**config.mk**
```make
export PLATFORM = sky130hd
export DESIGN_NAME = afsk_ram
export DESIGN_NICKNAME = d
export VERILOG_FILES = /design/src/design/afsk_ram.sv
export SDC_FILE = /design/constraint.sdc
export NUM_CORES = 1
export LEC_CHECK = 0
export ABC_CLOCK_PERIOD_IN_PS = 2500
export BUFFER_PORTS_ARGS = -buffer_cell sky130_fd_sc_hd__buf_2
export CAP_MARGIN = 20
export CORE_AREA = 4 4 232 234
export CTS_CLUSTER_DIAMETER = 30
export CTS_CLUSTER_SIZE = 12
export DETAILED_ROUTE_END_ITERATION = 10
export DIE_AREA = 0 0 236 238
export GPL_ROUTABILITY_DRIVEN = 1
export PLACE_DENSITY = 0.68
export SYNTH_ARGS = -nofsm -noshare
export SYNTH_HDL_FRONTEND = slang
export SYNTH_SLANG_ARGS = --single-unit
export TNS_END_PERCENT = 100
```
**constraint.sdc**
```tcl
create_clock -name clk -period 2.5 [get_ports clk]
set_clock_uncertainty 0.15 [all_clocks]
set_input_delay 0.375 -clock clk [delete_from_list [all_inputs] [get_ports clk]]
set_output_delay 0.375 -clock clk [all_outputs]
set_load 0.005 [all_outputs]
```
**src/design/afsk_ram.sv**
```systemverilog
// ----------------------------------------------------------------------------
// afsk_ram
// Generic single-write, single-read RAM with registered read data.
// ----------------------------------------------------------------------------
module afsk_ram #(
  parameter int WIDTH = 16,
  parameter int DEPTH = 40
) (
  input  logic                     clk,
  input  logic                     we,
  input  logic [$clog2(DEPTH)-1:0] waddr,
  input  logic [WIDTH-1:0]         wdata,
  input  logic [$clog2(DEPTH)-1:0] raddr,
  output logic [WIDTH-1:0]         rdata
);

  logic [WIDTH-1:0] mem [DEPTH];

  always_ff @(posedge clk) begin
    if (we) begin
      mem[waddr] <= wdata;
    end
    rdata <= mem[raddr];
  end

endmodule

```
## Word-level counts from Yosys, hierarchy flattened

Memories as Yosys holds them, arrays and structs flattened. A register that Yosys moved wholly into a read port is not among the register bits.
Cells that the tools add are included.

| storage, ports and cells | value |
|---|---|
| bits in registers | 0 |
| RAM bits | 640 |
| input bits | 30 |
| output and inout port bits | 16 |
| memories kept | 1 |

| operators by class | value |
|---|---|
| mux-type cells | 2 |

Memory list:

| memory | words | width | read ports | clocked after Yosys merged registers in | write ports | line | RTL |
|---|---|---|---|---|---|---|---|
| mem | 40 | 16 | 1 | 1 | 1 | 17 | `logic [WIDTH-1:0] mem [DEPTH];` |

Operators by type and width:

| kind | number |
|---|---|
| 1-bit 2-to-1 mux | 2 |

## Depth between registers and ports, before layout

| logic depth | value |
|---|---|
| word-level depth | 2 |
| gate-level depth with buffers | 8 |
| depth with buffers taken out | 5 |

## Worst setup path after synthesis

OpenSTA, ideal clock, no wires.

| timing path | value |
|---|---|
| path type | input to register |
| from | in waddr[5] |
| to | mem mem[16][0], enable pin |
| data arrival time | 1.994 ns |
| setup slack | -0.053 ns |
| stages on the path | 3 |
| buffers on the path | 0 |
| cells stage by stage | nor4bb_1 -> nand2b_1 -> nor3_1 |

RTL lines:

| item | line | RTL |
|---|---|---|
| start: declaration | 11 | `input logic [$clog2(DEPTH)-1:0] waddr,` |
| end: declaration | 17 |  |

Straight into the memory's write port.

==> reports/summary.txt <==
status: finished clean
placed cell area: 27300 um2
reg2reg setup slack: 0.52 ns
Ys Warns: 0
CP top delay family: compound AO/OA/AOI/OAI gates
worst path buffer plus inverter count: 0
Via Count: 13400
Design Power: 0.0294 W
Post-synth EDFFs: 640
Yosys cell types: 32
min Tclk post-route: 1.98 ns
synth-to-layout area growth: 22.1%
CP Max Fanout: 1
maximum vdd drop: 537 uV
sequential share of the synthesized area: 76.2%
CTS HTree Levels: 3
Seq pwr share: 41.7%
relative slew slack: 36.9%
GRT overflow: 0
fraction of layout cells with a size suffix above 1: 26.7%
IO Port Bufs: 45
CTS tree: done
Hold Violations, Final: 0
metal3 WL: 4650 um
Max Slew Vio Count: 0
Die X: 236 um
GP Congestion: 0.795
Setup crit end kind: flop
Total GRT Usage: 20.9%
commonest cells in the netlist: edfxtp_1, mux2i_1, a22oi_1
Setup Crit Path Kind: flop to flop
final period utilization: 79.1%
DP Wirelength: 34900 um
crit-path max cell delay: 0.44 ns
maximum root-to-sink buffer count: 3
largest net degree at the start of global routing: 41
Metal-1 WL: 25400 um
Clock transition at path regs: 0.05 ns
Mapped Nets: 1348
Max Cap Viol: 0
Sink Count: 656
WP data arrival: 2.36 ns
# hold bufs at CTS: 0
Cells after DPL: 2082
Post-synth ARST share: 0%
Clk pwr share: 54.0%
first-pass GRT wire length: 87800 um
antenna-violating nets left: 0
unrepaired setup endpoints after global routing: no
worst skew pair latency: 0.67 ns
count leader, synth: edfxtp_1
post-CTS sizing: 0
Slowest-stage cell, CP: o41ai_2
mapped cell area: 25600 um2
NetSw: 0.00611 W
Final #Nets: 1541
P per Cell Area: 939 nW/um2
switch share: 20.8%
critical-path cell list: mux2i_1, a22o_1, a221oi_1, o22ai_1, o41ai_2
top sig layer: met5
WL final: 59000 um
Post-Layout Cell Count: 2300
CP required: 2.89 ns
DRC Markers: 0
initial antenna violation count: 4
FF+latch count, synth: 656
Initial Utilization: 49.3%
fmax: 0.506 GHz
Synth Flop Type: edfxtp_1
CTS Buf Count: 115
worst hold slack: 0.193 ns
core area: 52000 um2
startpoint class of the critical path: flop
vias in the first global route: 13500
Root Driver: clkbuf_16
Die Ht: 238 um
Comb power frac: 4.3%
area leader, netlist: edfxtp_1
Tightest Pin Transition: 0.947 ns
Internal: 0.0233 W
# setup viols final: 0
post-CTS setup buffers: 0
die area: 56200 um2
routed wl met2: 27200 um
Avg Synthesized Cell Area: 19.4 um2
post-route cell area: 31300 um2
Synth Instances: 1318
DR iter-0 viols: 1452
Synth top area share: 75.0%
vias per cell: 5.81
IO Pins: 46
ranking of synthesized cells by area: edfxtp_1, mux2i_1, mux4_2
Lkg Pwr: 11.1 nW
Hold Path Class: primary input to flop
filler cell count: 3640
Detailed Routing Iterations Pass 1: 7
DR WL/cell: 25.6 um
FP Rows: 84
-- layer usage --
layer / vias up / GRT usage [%]
li1: 5829 / -
met4: 4 / 7.62
met3: 101 / 4.85
met1: 6870 / 30.1
met5: - / 0
met2: 555 / 31.8
-- tightest hold or removal path: stages --
cell,delay (ns)
buf_2,0.34
nand2_1,0.17
o41ai_2,0.06
-- area by class of cell --
class                           instances  area, um2  share of cell area, %
Antenna cell                            2       5.00                 0.0160
Clock buffer                          137       3070                   9.81
Tap cell                              688        861                   2.75
Clock inverter                         79        960                   3.07
Sequential cell                       656      19500                   62.4
Timing Repair Buffer                  155       1320                   4.23
Multi-Input combinational cell        583       5550                   17.7
-- power by group through the flow --
stage / combinational [W] / sequential, W / clock (W)
final: 0.00127 / 0.0122 / 0.0159
after global routing: 0.00135 / 0.0122 / 0.0167
after CTS: 0.00127 / 0.0122 / 0.0161
after detailed placement: 0.00126 / 0.0125 / 0
after global placement: 0.00124 / 0.0124 / 0
after floorplan: 0.000703 / 0.0124 / 0
-- sequential cells by signal (all words and copies together) (netlist names) --
| name | cells |
|---|---|
| rdata | 16 |
| mem | 640 |
-- placed cells by master, fill, tap and decap left out, types with 9 or more instances in the layout --
cell	count
mux4_2	32
a21oi_1	32
buf_2	44
nand2_1	23
buf_4	89
dfxtp_1	16
clkbuf_8	9
a22o_1	32
edfxtp_1	640
o41ai_2	16
clkinvlp_4	9
clkinv_1	18
a22oi_1	64
a221oi_1	15
o22ai_1	16
clkbuf_1	12
nor2_1	40
clkbuf_16	116
clkinv_2	18
mux2_2	16
mux2i_1	256
bufinv_16	18
buf_12	21
a221oi_2	17
-- path summary, 6_finish.rpt --
kind                from  cells past startpoint         to
max reg2reg    mem[8][5]                      5   rdata[5]
min             raddr[5]                      3  rdata[14]
min reg2reg  mem[38][14]                      4  rdata[14]
max            mem[8][5]                      5   rdata[5]
-- per-stage QoR --
step,setup WS (ns),setup TNS (ns),utilization [%]
after floorplan,0.234,0,-
after global placement,0.0230,0,52.4
after detailed placement,-0.00189,-0.00189,52.4
after CTS,0.561,0,60.2
after global routing,0.477,0,60.2
final,0.524,0,60.2
-- cell families (layout without fill, tap and decap cells) --
logic type / after synthesis / count (layout) / synth area share [%]
DFF: 656 / 656 / 76.2
buffers and inverters: 79 / 371 / 2.26
and+or+nand+nor: 87 / 87 / 1.51
muxes: 304 / 304 / 13.5
other: 0 / 2 / 0
AOI/OAI and AO/OA: 192 / 192 / 6.51
Power figures use the tool's default switching activity.
